==> src/hw/rtl/rtim_pkg.sv <==
// ----------------------------------------------------------------------------
// rtim_pkg
// Types and constants shared by the rapid trigger input mapper modules.
// ----------------------------------------------------------------------------
package rtim_pkg;

    localparam int SLOT_W      = 6;
    localparam int SAMPLE_W    = 12;
    localparam int KIND_W      = 2;
    localparam int CODE_W      = 6;
    localparam int TKIND_W     = 3;
    localparam int MODE_W      = 2;
    localparam int STATIC_W    = 13;
    localparam int THR_W       = 12;
    localparam int OP_W        = 2;
    localparam int CONTRIB_W   = 16;
    localparam int SLOT_CODES  = 2 ** SLOT_W;

    // joystick halves are doubled, so a level needs one bit more than a sample
    localparam int LVL_W       = SAMPLE_W + 1;
    // largest tracking value is a doubled sample plus a full threshold
    localparam int TRACK_W     = LVL_W + 1;

    localparam logic [LVL_W-1:0] FULL_LEVEL = LVL_W'(12'hFFF);

    // input kinds
    localparam logic [KIND_W-1:0] IK_UNUSED  = 2'd0;
    localparam logic [KIND_W-1:0] IK_DIGITAL = 2'd1;
    localparam logic [KIND_W-1:0] IK_HOVER   = 2'd2;
    localparam logic [KIND_W-1:0] IK_JOY     = 2'd3;

    // target kinds
    localparam logic [TKIND_W-1:0] TK_DIGITAL = 3'd0;
    localparam logic [TKIND_W-1:0] TK_DPAD    = 3'd1;
    localparam logic [TKIND_W-1:0] TK_HOVER   = 3'd2;
    localparam logic [TKIND_W-1:0] TK_JOY     = 3'd3;

    // modes
    localparam logic [MODE_W-1:0] MODE_RAPID  = 2'd0;
    localparam logic [MODE_W-1:0] MODE_THRESH = 2'd1;
    localparam logic [MODE_W-1:0] MODE_PASS   = 2'd2;
    localparam logic [MODE_W-1:0] MODE_PASS_B = 2'd3;

    // merge operations
    localparam logic [OP_W-1:0] MERGE_NONE  = 2'd0;
    localparam logic [OP_W-1:0] MERGE_OR    = 2'd1;
    localparam logic [OP_W-1:0] MERGE_MAX   = 2'd2;
    localparam logic [OP_W-1:0] MERGE_WRITE = 2'd3;

    typedef struct packed {
        logic [SLOT_W-1:0]   slot;
        logic [SAMPLE_W-1:0] sample;
        logic [KIND_W-1:0]   input_kind;
        logic [CODE_W-1:0]   mapped_code;
        logic [TKIND_W-1:0]  target_kind;
        logic [MODE_W-1:0]   mode;
        logic [STATIC_W-1:0] static_level;
        logic [THR_W-1:0]    threshold;
    } t_in_item;

    typedef struct packed {
        logic [CODE_W-1:0]    target_code;
        logic [OP_W-1:0]      merge_op;
        logic [CONTRIB_W-1:0] contribution;
    } t_out_item;

    typedef struct packed {
        logic [TRACK_W-1:0] track;
        logic               press;
    } t_rapid_state;

endpackage

==> src/hw/rtl/rtim_in_if.sv <==
// ----------------------------------------------------------------------------
// rtim_in_if
// Input sample channel with valid/ready handshake.
// ----------------------------------------------------------------------------
interface rtim_in_if;
    import rtim_pkg::*;

    logic                valid;
    logic                ready;
    logic [SLOT_W-1:0]   slot;
    logic [SAMPLE_W-1:0] sample;
    logic [KIND_W-1:0]   input_kind;
    logic [CODE_W-1:0]   mapped_code;
    logic [TKIND_W-1:0]  target_kind;
    logic [MODE_W-1:0]   mode;
    logic [STATIC_W-1:0] static_level;
    logic [THR_W-1:0]    threshold;

    modport source (
        output valid, slot, sample, input_kind, mapped_code, target_kind, mode,
               static_level, threshold,
        input  ready
    );

    modport sink (
        input  valid, slot, sample, input_kind, mapped_code, target_kind, mode,
               static_level, threshold,
        output ready
    );
endinterface

==> src/hw/rtl/rtim_out_if.sv <==
// ----------------------------------------------------------------------------
// rtim_out_if
// Result channel with valid/ready handshake.
// ----------------------------------------------------------------------------
interface rtim_out_if;
    import rtim_pkg::*;

    logic                 valid;
    logic                 ready;
    logic [CODE_W-1:0]    target_code;
    logic [OP_W-1:0]      merge_op;
    logic [CONTRIB_W-1:0] contribution;

    modport source (
        output valid, target_code, merge_op, contribution,
        input  ready
    );

    modport sink (
        input  valid, target_code, merge_op, contribution,
        output ready
    );
endinterface

==> src/hw/rtl/rtim_cfg_if.sv <==
// ----------------------------------------------------------------------------
// rtim_cfg_if
// Configuration write channel for the remap enable register.
// ----------------------------------------------------------------------------
interface rtim_cfg_if;
    logic valid;
    logic ready;
    logic remap_enable;

    modport source (
        output valid, remap_enable,
        input  ready
    );

    modport sink (
        input  valid, remap_enable,
        output ready
    );
endinterface

==> src/hw/rtl/rtim_rapid_state.sv <==
// ----------------------------------------------------------------------------
// rtim_rapid_state
// Per-slot rapid trigger state memory with valid bits and write forwarding.
// ----------------------------------------------------------------------------
module rtim_rapid_state #(
    parameter int SLOTS = 64
) (
    input  logic                            i_clk,
    input  logic                            i_rst_n,
    input  logic                            i_rd_en,
    input  logic [rtim_pkg::SLOT_W-1:0]     i_rd_slot,
    input  logic                            i_wr_en,
    input  logic [rtim_pkg::SLOT_W-1:0]     i_wr_slot,
    input  rtim_pkg::t_rapid_state          i_wr_data,
    output rtim_pkg::t_rapid_state          o_rd_data
);
    import rtim_pkg::*;

    localparam int IDX_W = (SLOTS > 1) ? $clog2(SLOTS) : 1;

    logic [IDX_W-1:0] w_mod [SLOT_CODES];
    logic [IDX_W-1:0] w_rd_idx;
    logic [IDX_W-1:0] w_wr_idx;
    logic             w_fwd;

    t_rapid_state     r_mem [SLOTS];
    logic [SLOTS-1:0] r_vld;
    logic [SLOTS-1:0] n_vld;
    t_rapid_state     r_mem_q;
    t_rapid_state     r_fwd_data;
    logic             r_sel_fwd;
    logic             r_sel_vld;

    // slot codes beyond the depth wrap around
    for (genvar g = 0; g < SLOT_CODES; g++) begin : g_mod
        assign w_mod[g] = IDX_W'(g % SLOTS);
    end

    assign w_rd_idx = w_mod[i_rd_slot];
    assign w_wr_idx = w_mod[i_wr_slot];
    assign w_fwd    = i_wr_en && (w_wr_idx == w_rd_idx);

    always_comb begin
        n_vld = r_vld;
        if (i_wr_en) begin
            n_vld[w_wr_idx] = 1'b1;
        end
    end

    always_ff @(posedge i_clk) begin
        if (!i_rst_n) begin
            r_vld <= '0;
        end else begin
            r_vld <= n_vld;
        end
    end

    always_ff @(posedge i_clk) begin
        if (i_wr_en) begin
            r_mem[w_wr_idx] <= i_wr_data;
        end
    end

    always_ff @(posedge i_clk) begin
        if (i_rd_en) begin
            r_mem_q    <= r_mem[w_rd_idx];
            r_fwd_data <= i_wr_data;
            r_sel_fwd  <= w_fwd;
            r_sel_vld  <= r_vld[w_rd_idx];
        end
    end

    // an entry never written reads as the reset state
    assign o_rd_data = r_sel_fwd ? r_fwd_data :
                       (r_sel_vld ? r_mem_q : '0);

    a_fwd_data: assert property (@(posedge i_clk) disable iff (!i_rst_n)
        (i_rd_en && w_fwd) |=> (o_rd_data == $past(i_wr_data)))
        else $error("forwarded state does not match the write");

    a_unwritten_zero: assert property (@(posedge i_clk) disable iff (!i_rst_n)
        (i_rd_en && !w_fwd && !r_vld[w_rd_idx]) |=> (o_rd_data == '0))
        else $error("unwritten entry does not read as reset state");

    a_reset_clears: assert property (@(posedge i_clk)
        !i_rst_n |=> (r_vld == '0))
        else $error("valid bits not cleared by reset");

endmodule

==> src/hw/rtl/rtim_map.sv <==
// ----------------------------------------------------------------------------
// rtim_map
// Routing, rapid trigger update and contribution build for one sample.
// ----------------------------------------------------------------------------
module rtim_map #(
    parameter int PRESS_BIT = 15
) (
    input  rtim_pkg::t_in_item      i_item,
    input  logic                    i_remap,
    input  rtim_pkg::t_rapid_state  i_state,
    output rtim_pkg::t_out_item     o_res,
    output logic                    o_wr_en,
    output rtim_pkg::t_rapid_state  o_state
);
    import rtim_pkg::*;

    localparam logic [CONTRIB_W-1:0] PRESS_FLAG = CONTRIB_W'(1) << PRESS_BIT;

    logic                 w_joy;
    logic                 w_smp_nz;
    logic                 w_pass;
    logic [LVL_W-1:0]     w_lvl;
    logic [LVL_W-1:0]     w_thr;
    logic [LVL_W-1:0]     w_peak;
    logic [TRACK_W:0]     w_low_sum;
    logic                 w_ge;
    logic                 w_lt;
    logic                 w_rapid_p;
    logic                 w_thr_p;
    logic                 w_dig_p;
    logic                 w_ana_p;
    logic [LVL_W-1:0]     w_dpad_v;
    logic [LVL_W-1:0]     w_dpad_half;
    logic [LVL_W-1:0]     w_ana_v;
    logic [OP_W-1:0]      w_op;
    logic [CONTRIB_W-1:0] w_c;

    assign w_joy    = (i_item.input_kind == IK_JOY);
    assign w_smp_nz = (i_item.sample != '0);
    assign w_pass   = (i_item.mode == MODE_PASS) || (i_item.mode == MODE_PASS_B);
    assign w_lvl    = w_joy ? {i_item.sample, 1'b0} : {1'b0, i_item.sample};
    assign w_thr    = LVL_W'(i_item.threshold);
    assign w_peak   = (w_lvl < w_thr) ? w_thr : w_lvl;

    // level below track minus width, without going negative
    assign w_low_sum = (TRACK_W+1)'(w_lvl) + (TRACK_W+1)'(w_thr);
    assign w_ge      = (TRACK_W'(w_lvl) >= i_state.track);
    assign w_lt      = (w_low_sum < (TRACK_W+1)'(i_state.track));

    always_comb begin
        o_state = i_state;
        if (w_ge) begin
            o_state.press = 1'b1;
            o_state.track = TRACK_W'(w_peak);
        end else if (w_lt) begin
            o_state.press = 1'b0;
            o_state.track = TRACK_W'(w_low_sum);
        end
    end

    assign w_rapid_p = o_state.press;
    assign w_thr_p   = (w_lvl >= w_thr);
    assign w_dig_p   = (i_item.mode == MODE_THRESH) ? w_thr_p : w_rapid_p;
    assign w_ana_p   = (i_item.mode == MODE_RAPID) ? w_rapid_p : w_thr_p;

    assign w_dpad_v    = w_pass ? w_lvl : (w_ana_p ? FULL_LEVEL : '0);
    assign w_dpad_half = w_dpad_v >> 1;
    assign w_ana_v     = w_pass ? w_lvl :
                         (w_ana_p ? LVL_W'(i_item.static_level) : '0);

    always_comb begin
        w_op    = MERGE_NONE;
        w_c     = '0;
        o_wr_en = 1'b0;
        case (i_item.input_kind)
            IK_DIGITAL: begin
                if (w_smp_nz) begin
                    case (i_item.target_kind)
                        TK_DIGITAL: begin
                            w_op = MERGE_OR;
                            w_c  = CONTRIB_W'(FULL_LEVEL) | PRESS_FLAG;
                        end
                        TK_DPAD: begin
                            w_op = MERGE_MAX;
                            w_c  = CONTRIB_W'(FULL_LEVEL) | PRESS_FLAG;
                        end
                        TK_HOVER, TK_JOY: begin
                            w_op = MERGE_MAX;
                            w_c  = CONTRIB_W'(i_item.static_level) | PRESS_FLAG;
                        end
                        default: begin
                            if (!i_remap) begin
                                w_op = MERGE_OR;
                                w_c  = CONTRIB_W'(FULL_LEVEL) | PRESS_FLAG;
                            end
                        end
                    endcase
                end
            end
            IK_HOVER, IK_JOY: begin
                case (i_item.target_kind)
                    TK_DIGITAL: begin
                        w_op    = MERGE_OR;
                        w_c     = CONTRIB_W'(w_lvl) | (w_dig_p ? PRESS_FLAG : '0);
                        o_wr_en = (i_item.mode != MODE_THRESH);
                    end
                    TK_DPAD: begin
                        w_op    = MERGE_WRITE;
                        o_wr_en = (i_item.mode == MODE_RAPID);
                        if (w_joy) begin
                            w_c = CONTRIB_W'(w_dpad_half) | (w_smp_nz ? PRESS_FLAG : '0);
                        end else begin
                            w_c = CONTRIB_W'(w_dpad_v) |
                                  ((w_dpad_v != '0) ? PRESS_FLAG : '0);
                        end
                    end
                    TK_HOVER, TK_JOY: begin
                        w_op    = MERGE_WRITE;
                        o_wr_en = (i_item.mode == MODE_RAPID);
                        w_c     = CONTRIB_W'(w_ana_v) |
                                  ((w_ana_v != '0) ? PRESS_FLAG : '0);
                    end
                    default: begin
                        if (!i_remap) begin
                            w_op = MERGE_OR;
                            w_c  = CONTRIB_W'(w_lvl) | (w_smp_nz ? PRESS_FLAG : '0);
                        end
                    end
                endcase
            end
            default: begin
                w_op = MERGE_NONE;
            end
        endcase
    end

    assign o_res.target_code  = i_remap ? i_item.mapped_code : i_item.slot;
    assign o_res.merge_op     = w_op;
    assign o_res.contribution = w_c;

endmodule

==> src/hw/rtl/rapid_trigger_input_mapper_core.sv <==
// pipeline: a transaction is registered in the stage register, then in the output register
// throughput: one transaction per cycle while the output is not stalled,
// with the rapid state read forwarded from the write of the previous transaction
// reset: synchronous active low; clears pipeline valids, all rapid state
// and sets remap_enable to 1
// ----------------------------------------------------------------------------
// rapid_trigger_input_mapper_core
// Maps controller input samples to output contributions with rapid trigger.
// ----------------------------------------------------------------------------
module rapid_trigger_input_mapper_core #(
    parameter int SLOTS     = 64,
    parameter int PRESS_BIT = 15
) (
    input  logic         i_clk,
    input  logic         i_rst_n,
    rtim_in_if.sink      i_in,
    rtim_out_if.source   o_out,
    rtim_cfg_if.sink     i_cfg
);
    import rtim_pkg::*;

    logic         r_remap;
    logic         r_s1_vld;
    logic         n_s1_vld;
    t_in_item     r_s1_item;
    logic         r_o_vld;
    logic         n_o_vld;
    t_out_item    r_o_item;

    logic         w_in_acc;
    logic         w_s1_adv;
    t_in_item     w_in_item;
    t_out_item    w_res;
    logic         w_map_wr;
    t_rapid_state w_rd_state;
    t_rapid_state w_new_state;

    assign w_in_item.slot         = i_in.slot;
    assign w_in_item.sample       = i_in.sample;
    assign w_in_item.input_kind   = i_in.input_kind;
    assign w_in_item.mapped_code  = i_in.mapped_code;
    assign w_in_item.target_kind  = i_in.target_kind;
    assign w_in_item.mode         = i_in.mode;
    assign w_in_item.static_level = i_in.static_level;
    assign w_in_item.threshold    = i_in.threshold;

    assign w_s1_adv  = r_s1_vld && (!r_o_vld || o_out.ready);
    assign i_in.ready = !r_s1_vld || w_s1_adv;
    assign w_in_acc  = i_in.valid && i_in.ready;
    assign i_cfg.ready = 1'b1;

    always_comb begin
        n_s1_vld = r_s1_vld;
        if (w_in_acc) begin
            n_s1_vld = 1'b1;
        end else if (w_s1_adv) begin
            n_s1_vld = 1'b0;
        end
        n_o_vld = r_o_vld;
        if (w_s1_adv) begin
            n_o_vld = 1'b1;
        end else if (o_out.ready) begin
            n_o_vld = 1'b0;
        end
    end

    always_ff @(posedge i_clk) begin
        if (!i_rst_n) begin
            r_s1_vld <= 1'b0;
            r_o_vld  <= 1'b0;
            r_remap  <= 1'b1;
        end else begin
            r_s1_vld <= n_s1_vld;
            r_o_vld  <= n_o_vld;
            if (i_cfg.valid) begin
                r_remap <= i_cfg.remap_enable;
            end
        end
    end

    always_ff @(posedge i_clk) begin
        if (w_in_acc) begin
            r_s1_item <= w_in_item;
        end
        if (w_s1_adv) begin
            r_o_item <= w_res;
        end
    end

    // state is written only when the transaction moves to the output register
    rtim_rapid_state #(
        .SLOTS (SLOTS)
    ) u_state (
        .i_clk     (i_clk),
        .i_rst_n   (i_rst_n),
        .i_rd_en   (w_in_acc),
        .i_rd_slot (i_in.slot),
        .i_wr_en   (w_s1_adv && w_map_wr),
        .i_wr_slot (r_s1_item.slot),
        .i_wr_data (w_new_state),
        .o_rd_data (w_rd_state)
    );

    rtim_map #(
        .PRESS_BIT (PRESS_BIT)
    ) u_map (
        .i_item  (r_s1_item),
        .i_remap (r_remap),
        .i_state (w_rd_state),
        .o_res   (w_res),
        .o_wr_en (w_map_wr),
        .o_state (w_new_state)
    );

    assign o_out.valid        = r_o_vld;
    assign o_out.target_code  = r_o_item.target_code;
    assign o_out.merge_op     = r_o_item.merge_op;
    assign o_out.contribution = r_o_item.contribution;

    a_adv_fills_out: assert property (@(posedge i_clk) disable iff (!i_rst_n)
        w_s1_adv |=> r_o_vld)
        else $error("stage transaction lost on its way to the output");

    a_empty_ready: assert property (@(posedge i_clk) disable iff (!i_rst_n)
        !r_s1_vld |-> i_in.ready)
        else $error("input stalled with an empty stage");

    a_max_press: assert property (@(posedge i_clk) disable iff (!i_rst_n)
        (r_o_vld && (r_o_item.merge_op == MERGE_MAX)) |->
            r_o_item.contribution[PRESS_BIT])
        else $error("max merge without press flag");

endmodule
==> src/flat_wrapper.sv <==
// flat-port wrapper written by rule: the top's interface ports become plain ports
module rapid_trigger_input_mapper_core_flat import rtim_pkg::*;
#(
    parameter int SLOTS     = 64,
    parameter int PRESS_BIT = 15
)
  (i_clk, i_rst_n, i_in_valid, i_in_slot, i_in_sample, i_in_input_kind, i_in_mapped_code, i_in_target_kind, i_in_mode, i_in_static_level, i_in_threshold, i_in_ready, o_out_valid, o_out_target_code, o_out_merge_op, o_out_contribution, o_out_ready, i_cfg_valid, i_cfg_remap_enable, i_cfg_ready);
  rtim_in_if i_in_i ();
  rtim_out_if o_out_i ();
  rtim_cfg_if i_cfg_i ();
  input  logic i_clk;
  input  logic i_rst_n;
  input wire logic [$bits(i_in_i.valid)-1:0] i_in_valid;
  input wire logic [$bits(i_in_i.slot)-1:0] i_in_slot;
  input wire logic [$bits(i_in_i.sample)-1:0] i_in_sample;
  input wire logic [$bits(i_in_i.input_kind)-1:0] i_in_input_kind;
  input wire logic [$bits(i_in_i.mapped_code)-1:0] i_in_mapped_code;
  input wire logic [$bits(i_in_i.target_kind)-1:0] i_in_target_kind;
  input wire logic [$bits(i_in_i.mode)-1:0] i_in_mode;
  input wire logic [$bits(i_in_i.static_level)-1:0] i_in_static_level;
  input wire logic [$bits(i_in_i.threshold)-1:0] i_in_threshold;
  output wire logic [$bits(i_in_i.ready)-1:0] i_in_ready;
  output wire logic [$bits(o_out_i.valid)-1:0] o_out_valid;
  output wire logic [$bits(o_out_i.target_code)-1:0] o_out_target_code;
  output wire logic [$bits(o_out_i.merge_op)-1:0] o_out_merge_op;
  output wire logic [$bits(o_out_i.contribution)-1:0] o_out_contribution;
  input wire logic [$bits(o_out_i.ready)-1:0] o_out_ready;
  input wire logic [$bits(i_cfg_i.valid)-1:0] i_cfg_valid;
  input wire logic [$bits(i_cfg_i.remap_enable)-1:0] i_cfg_remap_enable;
  output wire logic [$bits(i_cfg_i.ready)-1:0] i_cfg_ready;
  assign i_in_i.valid = i_in_valid;
  assign i_in_i.slot = i_in_slot;
  assign i_in_i.sample = i_in_sample;
  assign i_in_i.input_kind = i_in_input_kind;
  assign i_in_i.mapped_code = i_in_mapped_code;
  assign i_in_i.target_kind = i_in_target_kind;
  assign i_in_i.mode = i_in_mode;
  assign i_in_i.static_level = i_in_static_level;
  assign i_in_i.threshold = i_in_threshold;
  assign i_in_ready = i_in_i.ready;
  assign o_out_valid = o_out_i.valid;
  assign o_out_target_code = o_out_i.target_code;
  assign o_out_merge_op = o_out_i.merge_op;
  assign o_out_contribution = o_out_i.contribution;
  assign o_out_i.ready = o_out_ready;
  assign i_cfg_i.valid = i_cfg_valid;
  assign i_cfg_i.remap_enable = i_cfg_remap_enable;
  assign i_cfg_ready = i_cfg_i.ready;
  rapid_trigger_input_mapper_core #(.SLOTS(SLOTS), .PRESS_BIT(PRESS_BIT)) u_core (.i_clk(i_clk), .i_rst_n(i_rst_n), .i_in(i_in_i), .o_out(o_out_i), .i_cfg(i_cfg_i));
endmodule
==> config.mk <==
export PLATFORM = sky130hd
export DESIGN_NAME = rapid_trigger_input_mapper_core_flat
export DESIGN_NICKNAME = d
export VERILOG_FILES = /design/src/hw/rtl/rtim_pkg.sv /design/src/hw/rtl/rtim_in_if.sv /design/src/hw/rtl/rtim_out_if.sv /design/src/hw/rtl/rtim_cfg_if.sv /design/src/hw/rtl/rtim_rapid_state.sv /design/src/hw/rtl/rtim_map.sv /design/src/hw/rtl/rapid_trigger_input_mapper_core.sv /design/src/flat_wrapper.sv
export SDC_FILE = /design/constraint.sdc
export NUM_CORES = 1
export LEC_CHECK = 0
export ABC_CLOCK_PERIOD_IN_PS = 17000
export BUFFER_PORTS_ARGS = -buffer_cell sky130_fd_sc_hd__buf_2
export CAP_MARGIN = 0
export CORE_ASPECT_RATIO = 1.2
export CORE_MARGIN = 5
export CORE_UTILIZATION = 39
export DETAILED_ROUTE_END_ITERATION = 8
export PLACE_DENSITY_LB_ADDON = 0.05
export SLEW_MARGIN = 20
export SYNTH_ARGS = -nofsm -noshare
export SYNTH_HDL_FRONTEND = slang
export SYNTH_SLANG_ARGS = --single-unit
==> constraint.sdc <==
create_clock -name i_clk -period 17 [get_ports i_clk]
set_input_delay 0 -clock i_clk [delete_from_list [all_inputs] [get_ports i_clk]]
set_output_delay 0 -clock i_clk [all_outputs]
set_load 0.01 [all_outputs]
After elaboration in Yosys (flattened, before gate mapping)

Memory sizes are Yosys's and may differ from the RTL's. A register that Yosys moved wholly into a read port is not among the register bits.
Cells that the tools add are included.

Register bits after elaboration: 164
Bits in writable memories: 960
ROM bits: 768
Input bits: 62
Output and inout bits: 27
Logic and storage cells: 117
Memories kept: 3

$add $sub $neg: 1
Magnitude comparators: 9
Eq/ne operators: 11
Muxes and demuxes: 45
Bitwise gates (word level): 8
Reduce and logical (&&, ||, !) cells: 21

Memories:

| name                 | depth | bits a word | rd ports | clocked after Yosys merged registers in | write ports | RTL line               | source |
|---|---|---|---|---|---|---|---|
| u_core.u_state.r_mem | 64    | 15          | 1        | 1                                       | 1           | rtim_rapid_state.sv:26 | `t_rapid_state r_mem [SLOTS];` |
| (name not given)     | 64    | 6           | 1        | 0                                       | 0           | rtim_rapid_state.sv:40 | `assign w_wr_idx = w_mod[i_wr_slot];` |
| (name not given)     | 64    | 6           | 1        | 0                                       | 0           | rtim_rapid_state.sv:39 | `assign w_rd_idx = w_mod[i_rd_slot];` |

Operators with widths:

| operator                                                              | number |
|---|---|
| 16-bit two-way mux                                                    | 8 |
| 13-bit two-way mux                                                    | 5 |
| 13-bit by 16-bit bitwise OR with 16-bit output                        | 4 |
| 64-bit bitwise OR                                                     | 1 |
| 16-bit one-hot mux with 2 select lines                                | 2 |
| 15-bit two-way mux                                                    | 4 |
| 16-bit one-hot mux with 3 select lines                                | 1 |
| 6-bit two-way mux                                                     | 5 |
| 13-bit nonzero test                                                   | 2 |
| 12-bit by 16-bit bitwise OR with 16-bit output                        | 1 |
| 13-bit by 12-bit adder with 14-bit output                             | 1 |
| 13-bit by 14-bit greater-or-equal comparator with 1-bit output        | 1 |
| 7-bit greater-or-equal comparator (second input constant)             | 2 |
| 14-bit < comparator                                                   | 1 |
| 6-bit by 7-bit < comparator with 1-bit output (second input constant) | 2 |
| 6-bit NOT with 7-bit output                                           | 2 |
| 13-bit by 12-bit greater-or-equal comparator with 1-bit output        | 1 |
| 13-bit by 12-bit < comparator with 1-bit output                       | 1 |
| 1-bit two-way mux                                                     | 12 |
| 12-bit two-way mux                                                    | 1 |
| 2-bit one-hot mux with 2 select lines                                 | 3 |
| 12-bit nonzero test                                                   | 1 |
| 2-bit equality test (second input constant)                           | 4 |
| 1-bit binary-select mux with 6-bit select                             | 1 |
| 17 further kinds                                                      | 29 |

Longest topological paths before layout

Gate-level depths: netlist of run 1.

Word-level depth: 15
Gate-level depth with buffers: 22
Mapped depth without buffers: 18

Modules after synthesis

Synthesis of run 1 repeated with hierarchy kept, for this count alone.

Cells, all modules: 2,498
Area total of the unflattened synthesis: 46,229.3 um^2

By module, submodules not included:

| module                          | times used | cells each | area each (um^2) | seq. area each (um^2) |
|---|---|---|---|---|
| rtim_rapid_state                | 1          | 1,900      | 40,451.3         | 31,069.8 |
| rtim_map                        | 1          | 502        | 3,216.8          | 0.0 |
| rapid_trigger_input_mapper_core | 1          | 96         | 2,561.2          | 2,462.4 |

Least setup slack after synthesis of run 1

No wires, ideal clock.

Kind: register -> register
Start: register u_core.r_s1_item[37] (netlist name)
End: register u_core.u_state.r_fwd_data[12] (netlist name) (data pin)
Library setup time: 729 ps
Arrival time: 7,084 ps
Data required time: 16,271 ps
Path slack: 9,186 ps
Stages on the path, launching flop included: 19
Path buffers: 3
Period minus slack after synthesis: 7,814 ps
Cells stage by stage: edfxtp_1 clkbuf_1 nand2_1 buf_1 mux2_2 ha_1 nor3_1 a2111oi_0 o41ai_1 a221oi_1 xnor2_1 ha_1 nand4_1 nor4_1 a22oi_1 nand3_1 clkbuf_1 a21oi_1 a211oi_1

RTL lines:

| item                   | RTL line                              | source |
|---|---|---|
| start, declared        | rapid_trigger_input_mapper_core.sv:25 | `t_in_item r_s1_item;` |
| start signal, assigned | rapid_trigger_input_mapper_core.sv:83 | `r_s1_item <= w_in_item;` |
| end signal, assigned   | rtim_rapid_state.sv:67                | `r_fwd_data <= i_wr_data;` |
| end, declared          | rtim_rapid_state.sv:30                | `t_rapid_state r_fwd_data;` |

==> results of run 1 <==
## path summary, 6_finish.rpt
path,from,to,cells after the start
max reg2reg,u_core.r_s1_item[37],u_core.o_out.contribution[15],18
max,u_core.r_s1_item[37],u_core.o_out.contribution[15],18
min reg2reg,u_core.u_state.r_vld[46],u_core.u_state.r_vld[46],1
min,i_in_slot[3],u_core.u_state.r_mem_q[12],3
## final cells by class
cell class / count / share of cell area
diodes: 5 / 0.000236
multi-input cells: 925 / 0.222
clock inverters: 57 / 0.00992
flip-flops and latches: 1137 / 0.630
well taps: 1529 / 0.0360
clock buffers: 156 / 0.0585
inverters: 31 / 0.00219
repair buffers: 278 / 0.0411
## routing by layer
layer	routed length, µm	vias up	GRT usage
li1	-	9769	-
met1	54200	12600	0.278
met2	64300	567	0.351
met3	4840	140	0.0227
met4	3070	0	0.0577
met5	0	-	0
## sequential cells by signal, indices dropped and copies added (netlist names), 2 cells and up
signal,cells
u_core.o_out.merge_op,2
u_core.o_out.target_code,6
u_core.u_state.r_fwd_data,15
u_core.u_state.r_mem_q,15
u_core.r_s1_item,56
u_core.o_out.contribution,14
u_core.u_state.r_mem,960
u_core.u_state.r_vld,64
## cells by family (layout without fill, tap and decap cells)
| logic type | Yosys count | after routing | synth area share |
|---|---|---|---|
| other | 2 | 8 | 0.000165 |
| AND/OR/NAND/NOR | 261 | 261 | 0.0259 |
| AO/OA/AOI/OAI | 241 | 241 | 0.0365 |
| flip-flops | 1137 | 1137 | 0.736 |
| multiplexers | 353 | 353 | 0.170 |
| adder cells (fa/ha/maj) | 51 | 51 | 0.0142 |
| XOR/XNOR | 16 | 16 | 0.00308 |
| buffers and inverters | 147 | 522 | 0.0141 |
## layout by cell type (no fill, tap or decap), types with 10 or more instances in the layout
| master | instances |
|---|---|
| inv_1 | 30 |
| nand2b_1 | 14 |
| a22oi_1 | 15 |
| clkbuf_1 | 36 |
| o21a_1 | 70 |
| nand2_1 | 50 |
| nor2b_1 | 11 |
| nand3_1 | 10 |
| o21ai_4 | 11 |
| xnor2_1 | 11 |
| clkinv_1 | 23 |
| a21oi_1 | 45 |
| nor2_4 | 16 |
| clkinv_2 | 19 |
| buf_2 | 81 |
| dlygate4sd3_1 | 112 |
| ha_1 | 50 |
| mux4_2 | 336 |
| buf_4 | 82 |
| o211ai_1 | 25 |
| o21ai_0 | 13 |
| clkbuf_16 | 117 |
| edfxtp_1 | 1070 |
| nor2_2 | 44 |
| mux2_2 | 15 |
| nor2_1 | 70 |
| dfxtp_1 | 67 |
## tightest hold or removal path: cells and delay by family
kind / cells / cell delay, ns
mux: 2 / 0.52
buf+inv: 1 / 0.24
## power by group through the flow
| stage | sequential (µW) | clock [µW] | combinational (µW) |
|---|---|---|---|
| 2_1_floorplan | 3630 | 0 | 475 |
| 3_3_place_gp | 3610 | 0 | 875 |
| 3_5_place_dp | 3610 | 0 | 918 |
| 4_1_cts | 3550 | 2520 | 940 |
| 5_1_grt | 3550 | 2630 | 1000 |
| 6_report | 3550 | 2450 | 921 |
## through the flow
stage               instances  setup WS [ns]
finish                   4118           9.86
global route             4113           9.43
CTS                      4113           9.96
detailed placement       3788           10.0
global placement         3788          10.20
floorplan                2209           9.19
## repair_timing
action / 4_1_cts / 5_1_grt
hold buffers: 112 / 0
hold endpoints to repair: 113 / 0
gates resized for setup: 0 / 0
==> results_dict.tcl, run 1 <==
set metrics [dict create \
    drc 0 \
    hpwl_um 72500 \
    clk_latency_ns 0.73 \
    cts_tree "done" \
    yosysTopAreaCell "edfxtp_1" \
    clkTransAtPathRegs_ns 0.06 \
    setup_violations 0 \
    post-cts-setup-buffers 0 \
    syn_area_per_cell_um2 20.6 \
    crit_chain "nand2_1, mux2_2, ha_1, nor3_1, a2111oi_0, o41ai_1, a221oi_1, xnor2_1, ha_1, nand4_1, nor4_1, a22oi_1, nand3_1, buf_4, a22o_2, buf_4, o2111ai_1, o221ai_1" \
    dpl_cell_area_mm2 0.0483 \
    synth_seq_cells 1137 \
    globalRouteOverflowTotal 0 \
    start_util 0.392 \
    cp_data_required_time_ns 17.56 \
    yosysMostFrequentCell "edfxtp_1" \
    syn_area_mm2 0.0455 \
    stdcell_area_mm2 0.0531 \
    vias 23100 \
    die_area_mm2 0.124 \
    vdd_drop_max_v 0.0000973 \
    path_max_fanout 46 \
    p_int_uw 5120 \
    synth_common_cells "1070 x edfxtp_1, 336 x mux4_2, 130 x nor2_1" \
    grt_usage 0.204 \
    outcome "finished, final reports clean" \
    worst_setup_path_end_kind "register" \
    fillCellCount 9767 \
    synth_ff_type "edfxtp_1" \
    clkPwrFrac 0.354 \
    multi_input_area_mm2 0.0118 \
    die_h_um 384 \
    swShare 0.259 \
    tightest_slew_ns 1.06 \
    htree_levels 3 \
    cts-root-buf "clkbuf_16" \
    slew_violations 0 \
    cp.arrival_ns 7.70 \
    routed_via_density 5.60 \
    antenna_found_initial 3 \
    hold-worst-slack_ns 0.182 \
    cap_viol_max_count 0 \
    hold_viol_final 0 \
    num_rows 137 \
    hold_path_class "in2reg" \
    criticalPathCategory "reg2reg" \
    fin_total_pwr_uw 6910 \
    cellLeakagePower_uw 0.0170 \
    crit_path_start_kind "register" \
    first_pass_iters 5 \
    powerDensity_mw_per_mm2 130 \
    grt_start_max_net_pins 102 \
    cts_max_path_buffers 3 \
    reg2reg_slack_ns 9.86 \
    cts_sinks 1137 \
    pin_count 89 \
    yosysSeqAreaShare 0.736 \
    core_area_mm2 0.116 \
    grt_pass1_wl_um 180000 \
    yosysUniqueCellTypes 60 \
    slowest_delay_ns 0.70 \
    post-route-min-period_ns 7.14 \
    final_util 0.458 \
    cts_inserted_buffers 117 \
    yosys-top-cells-area "edfxtp_1 71%, mux4_2 17%, dfxtp_1 2.9%" \
    fin_worst_skew_ns 0.0281 \
    synth_top_cell_area_share 0.706 \
    p_comb_frac 0.133 \
    p_sw_uw 1790 \
    first_global_vias 24400 \
    async_reset_ff_frac 0 \
    synth_warnings 0 \
    seqCellArea_mm2 0.0335 \
    share_seq_of_total_power 0.513 \
    min_period_over_period 0.420 \
    setup-tns-final_ns 0 \
    layout-drive-gt1-share 0.291 \
    ant_nets 0 \
    area_delta_synth_final_pct 16.7 \
    portBuffers 85 \
    cp_top_family "compound AO/OA/AOI/OAI gates" \
    rsz0062_at_grt "no" \
    fin_nets 2603 \
    synth_edf_count 1070 \
    place_congestion 0.857 \
    slew_headroom 0.290 \
    slowest_stage "a22o_2" \
    die_x_um 322 \
    fmax_mhz 140 \
    wl_per_cell_um 30.7 \
    crit_buf_inv 2 \
    synthCells 2208 \
    dr.first_iter.drc_count 1859 \
    wl_um 126000 \
]
Note: power is estimated with default switching activity, not from simulation.
==> run 2, diff against run 1 <==
--- a/config.mk
+++ b/config.mk
@@ -5,7 +5,7 @@
 export SDC_FILE = /design/constraint.sdc
 export NUM_CORES = 1
 export LEC_CHECK = 0
-export ABC_CLOCK_PERIOD_IN_PS = 17000
+export ABC_CLOCK_PERIOD_IN_PS = 6500
 export BUFFER_PORTS_ARGS = -buffer_cell sky130_fd_sc_hd__buf_2
 export CAP_MARGIN = 0
 export CORE_ASPECT_RATIO = 1.2
==> constraint.sdc (replaced) <==
create_clock -name i_clk -period 6.5 [get_ports i_clk]
set_input_delay 0 -clock i_clk [delete_from_list [all_inputs] [get_ports i_clk]]
set_output_delay 0 -clock i_clk [all_outputs]
set_load 0.01 [all_outputs]
==> run 2 against run 1 <==
Maximum frequency rose by 19%. Critical path depth rose by 1. Worst setup slack got worse by 9.4 ns. Sequential share of layout area fell by 0.51 points. Flip-flop and latch count did not move. Core utilization rose by 0.38 points. Combinational power rose to 2.7 times the previous value. Power rose to 2.7 times the previous value. Count of clock-buffer cells in the layout fell by 7. Final area rose by 0.82%. First-iteration DRC count rose by 26%. Hold slack got worse by 0.14 ns.
==> results_dict.tcl, run 2 (synthesized netlist as in run 1, its figures left out) <==
set metrics [dict create \
    die_area_mm2 0.124 \
    post-route-min-period_ns 6.02 \
    clkTransAtPathRegs_ns 0.06 \
    num_rows 137 \
    grt_start_max_net_pins 96 \
    cap_viol_max_count 0 \
    cts_sinks 1137 \
    setup_violations 0 \
    cts-root-buf "clkbuf_16" \
    drc 0 \
    fillCellCount 9703 \
    layout_common_cells "1070 x edfxtp_1, 336 x mux4_2, 121 x clkbuf_16, 110 x dlygate4sd3_1, 81 x buf_2" \
    slew_headroom 0.247 \
    first_global_vias 24300 \
    dr.max_layer_used "met4" \
    antenna_found_initial 0 \
    crit_path_start_kind "register" \
    rsz0062_at_grt "no" \
    fmax_mhz 166 \
    die_h_um 384 \
    die_x_um 322 \
    htree_levels 3 \
    layout-drive-gt1-share 0.295 \
    pre_cts_slack_ns 0.456 \
    wl_um 134000 \
    cts_tree "done" \
    ant_nets 0 \
    cellLeakagePower_uw 0.0170 \
    r2r.worst_path.cells 19 \
    dr.first_iter.drc_count 2341 \
    globalRouteOverflowTotal 0 \
    powerDensity_mw_per_mm2 347 \
    place_congestion 0.875 \
    fin_worst_skew_ns 0.0315 \
    core_area_mm2 0.116 \
    hold_path_class "in2reg" \
    hold_depth 3 \
    path_max_fanout 32 \
    min_period_over_period 0.926 \
    first_pass_iters 5 \
    setup_ws_ns 0.483 \
    outcome "finished, final reports clean" \
    cp.arrival_ns 6.49 \
    wl_met1_um 56800 \
    setup-tns-final_ns 0 \
    area_delta_synth_final_pct 17.7 \
    grt_pass1_wl_um 188000 \
    wl_met2_um 67100 \
    routed_via_density 5.75 \
    pin_count 89 \
    vias 23500 \
    top_register "u_core.u_state.r_mem" \
    final_common_cell "edfxtp_1" \
    slew_violations 0 \
    vdd_drop_max_v 0.000217 \
    worst_setup_path_end_kind "register" \
    criticalPathCategory "reg2reg" \
    cts_max_path_buffers 3 \
    wl_per_cell_um 32.9 \
    tightest_slew_ns 1.13 \
    reg.largest.list "u_core.u_state.r_mem (960), u_core.u_state.r_vld (64), u_core.r_s1_item (56)" \
    portBuffers 85 \
    cts_inserted_buffers 117 \
    start_util 0.392 \
    wl_met3_um 6800 \
    clk_latency_ns 0.74 \
    cp_data_required_time_ns 6.97 \
    hpwl_um 76200 \
    fin_nets 2567 \
    grt_usage 0.217 \
    largest_reg_flops 960 \
    hold_viol_final 0 \
]
run 2: cell types whose count changed in the layout (fill, tap and decap cells not counted), sizes merged:
cell	delta
buf	-34
clkbuf	-7
clkinv	+7
clkinvlp	+5
bufinv	+3
diode	-2
dlygate4sd3	-2
inv	+2
run 2: worst max-delay path, stage by stage, from the launching register on:
cell,delay [ns]
edfxtp_1,0.47
nand2_1,0.45
mux2_2,0.50
ha_1,0.41
nor3_1,0.09
a2111oi_1,0.60
o41ai_1,0.21
a221oi_1,0.54
xnor2_1,0.13
ha_1,0.33
nand4_1,0.14
nor4_1,0.31
a22oi_1,0.13
nand3_1,0.14
buf_4,0.22
nand2_1,0.07
o211ai_1,0.22
o21ai_4,0.31
buf_16,0.26
buf_4,0.17
run 2: power by group:
group	switching, µW	total, µW	internal (µW)
Combinational	1780	2530	754
Clock	2870	6770	3900
Sequential	47.7	9260	9210
Total	4700	18600	13900
run 2: through the flow:
step / utilization / instances / area [µm²] / hold slack [ns] / total power, µW
after CTS: 0.461 / 4084 / 53500 / 0.0101 / 18700
after global routing: 0.461 / 4087 / 53500 / 0.0652 / 19200
after detailed placement: 0.418 / 3751 / 48500 / 0.178 / 11900
after global placement: 0.418 / 3751 / 48500 / 0.180 / 11800
final: 0.461 / 4090 / 53500 / 0.0422 / 18600
after floorplan: - / 2209 / 45500 / 0.0989 / 10700
run 2: metal layers:
metal / track usage / vias up
li1: - / 9744
met1: 0.298 / 12800
met2: 0.363 / 778
met3: 0.0320 / 172
met4: 0.0641 / 0
met5: 0 / -
run 2: path summary, 6_finish.rpt:
| path | start | end | slack, ns |
|---|---|---|---|
| setup / recovery | u_core.r_s1_item[36] | u_core.u_state.r_mem[44][11] | 0.48 |
| setup reg to reg | u_core.r_s1_item[36] | u_core.u_state.r_mem[44][11] | 0.48 |
| hold / removal | i_rst_n | u_core.u_state.r_vld[56] | 0.04 |
| hold reg to reg | u_core.u_state.r_vld[47] | u_core.u_state.r_vld[47] | 0.46 |
run 2: layout make-up:
| class | instances | area, µm² | share of cell area |
|---|---|---|---|
| inverter | 31 | 116 | 0.00217 |
| sequential | 1137 | 33500 | 0.625 |
| timing repair buffer | 242 | 2140 | 0.0400 |
| multi-input combinational | 925 | 12000 | 0.224 |
| tap | 1529 | 1910 | 0.0357 |
| antenna | 3 | 7.51 | 0.000140 |
| clock inverter | 74 | 646 | 0.0121 |
| clock buffer | 149 | 3250 | 0.0608 |
run 2: timing repair:
item / in CTS / in global routing
resized for setup: 0 / 1
hold buffers: 110 / 0
setup endpoints to repair: 0 / 39
endpoints found under the hold margin: 108 / 0
buffers inserted: 0 / 0
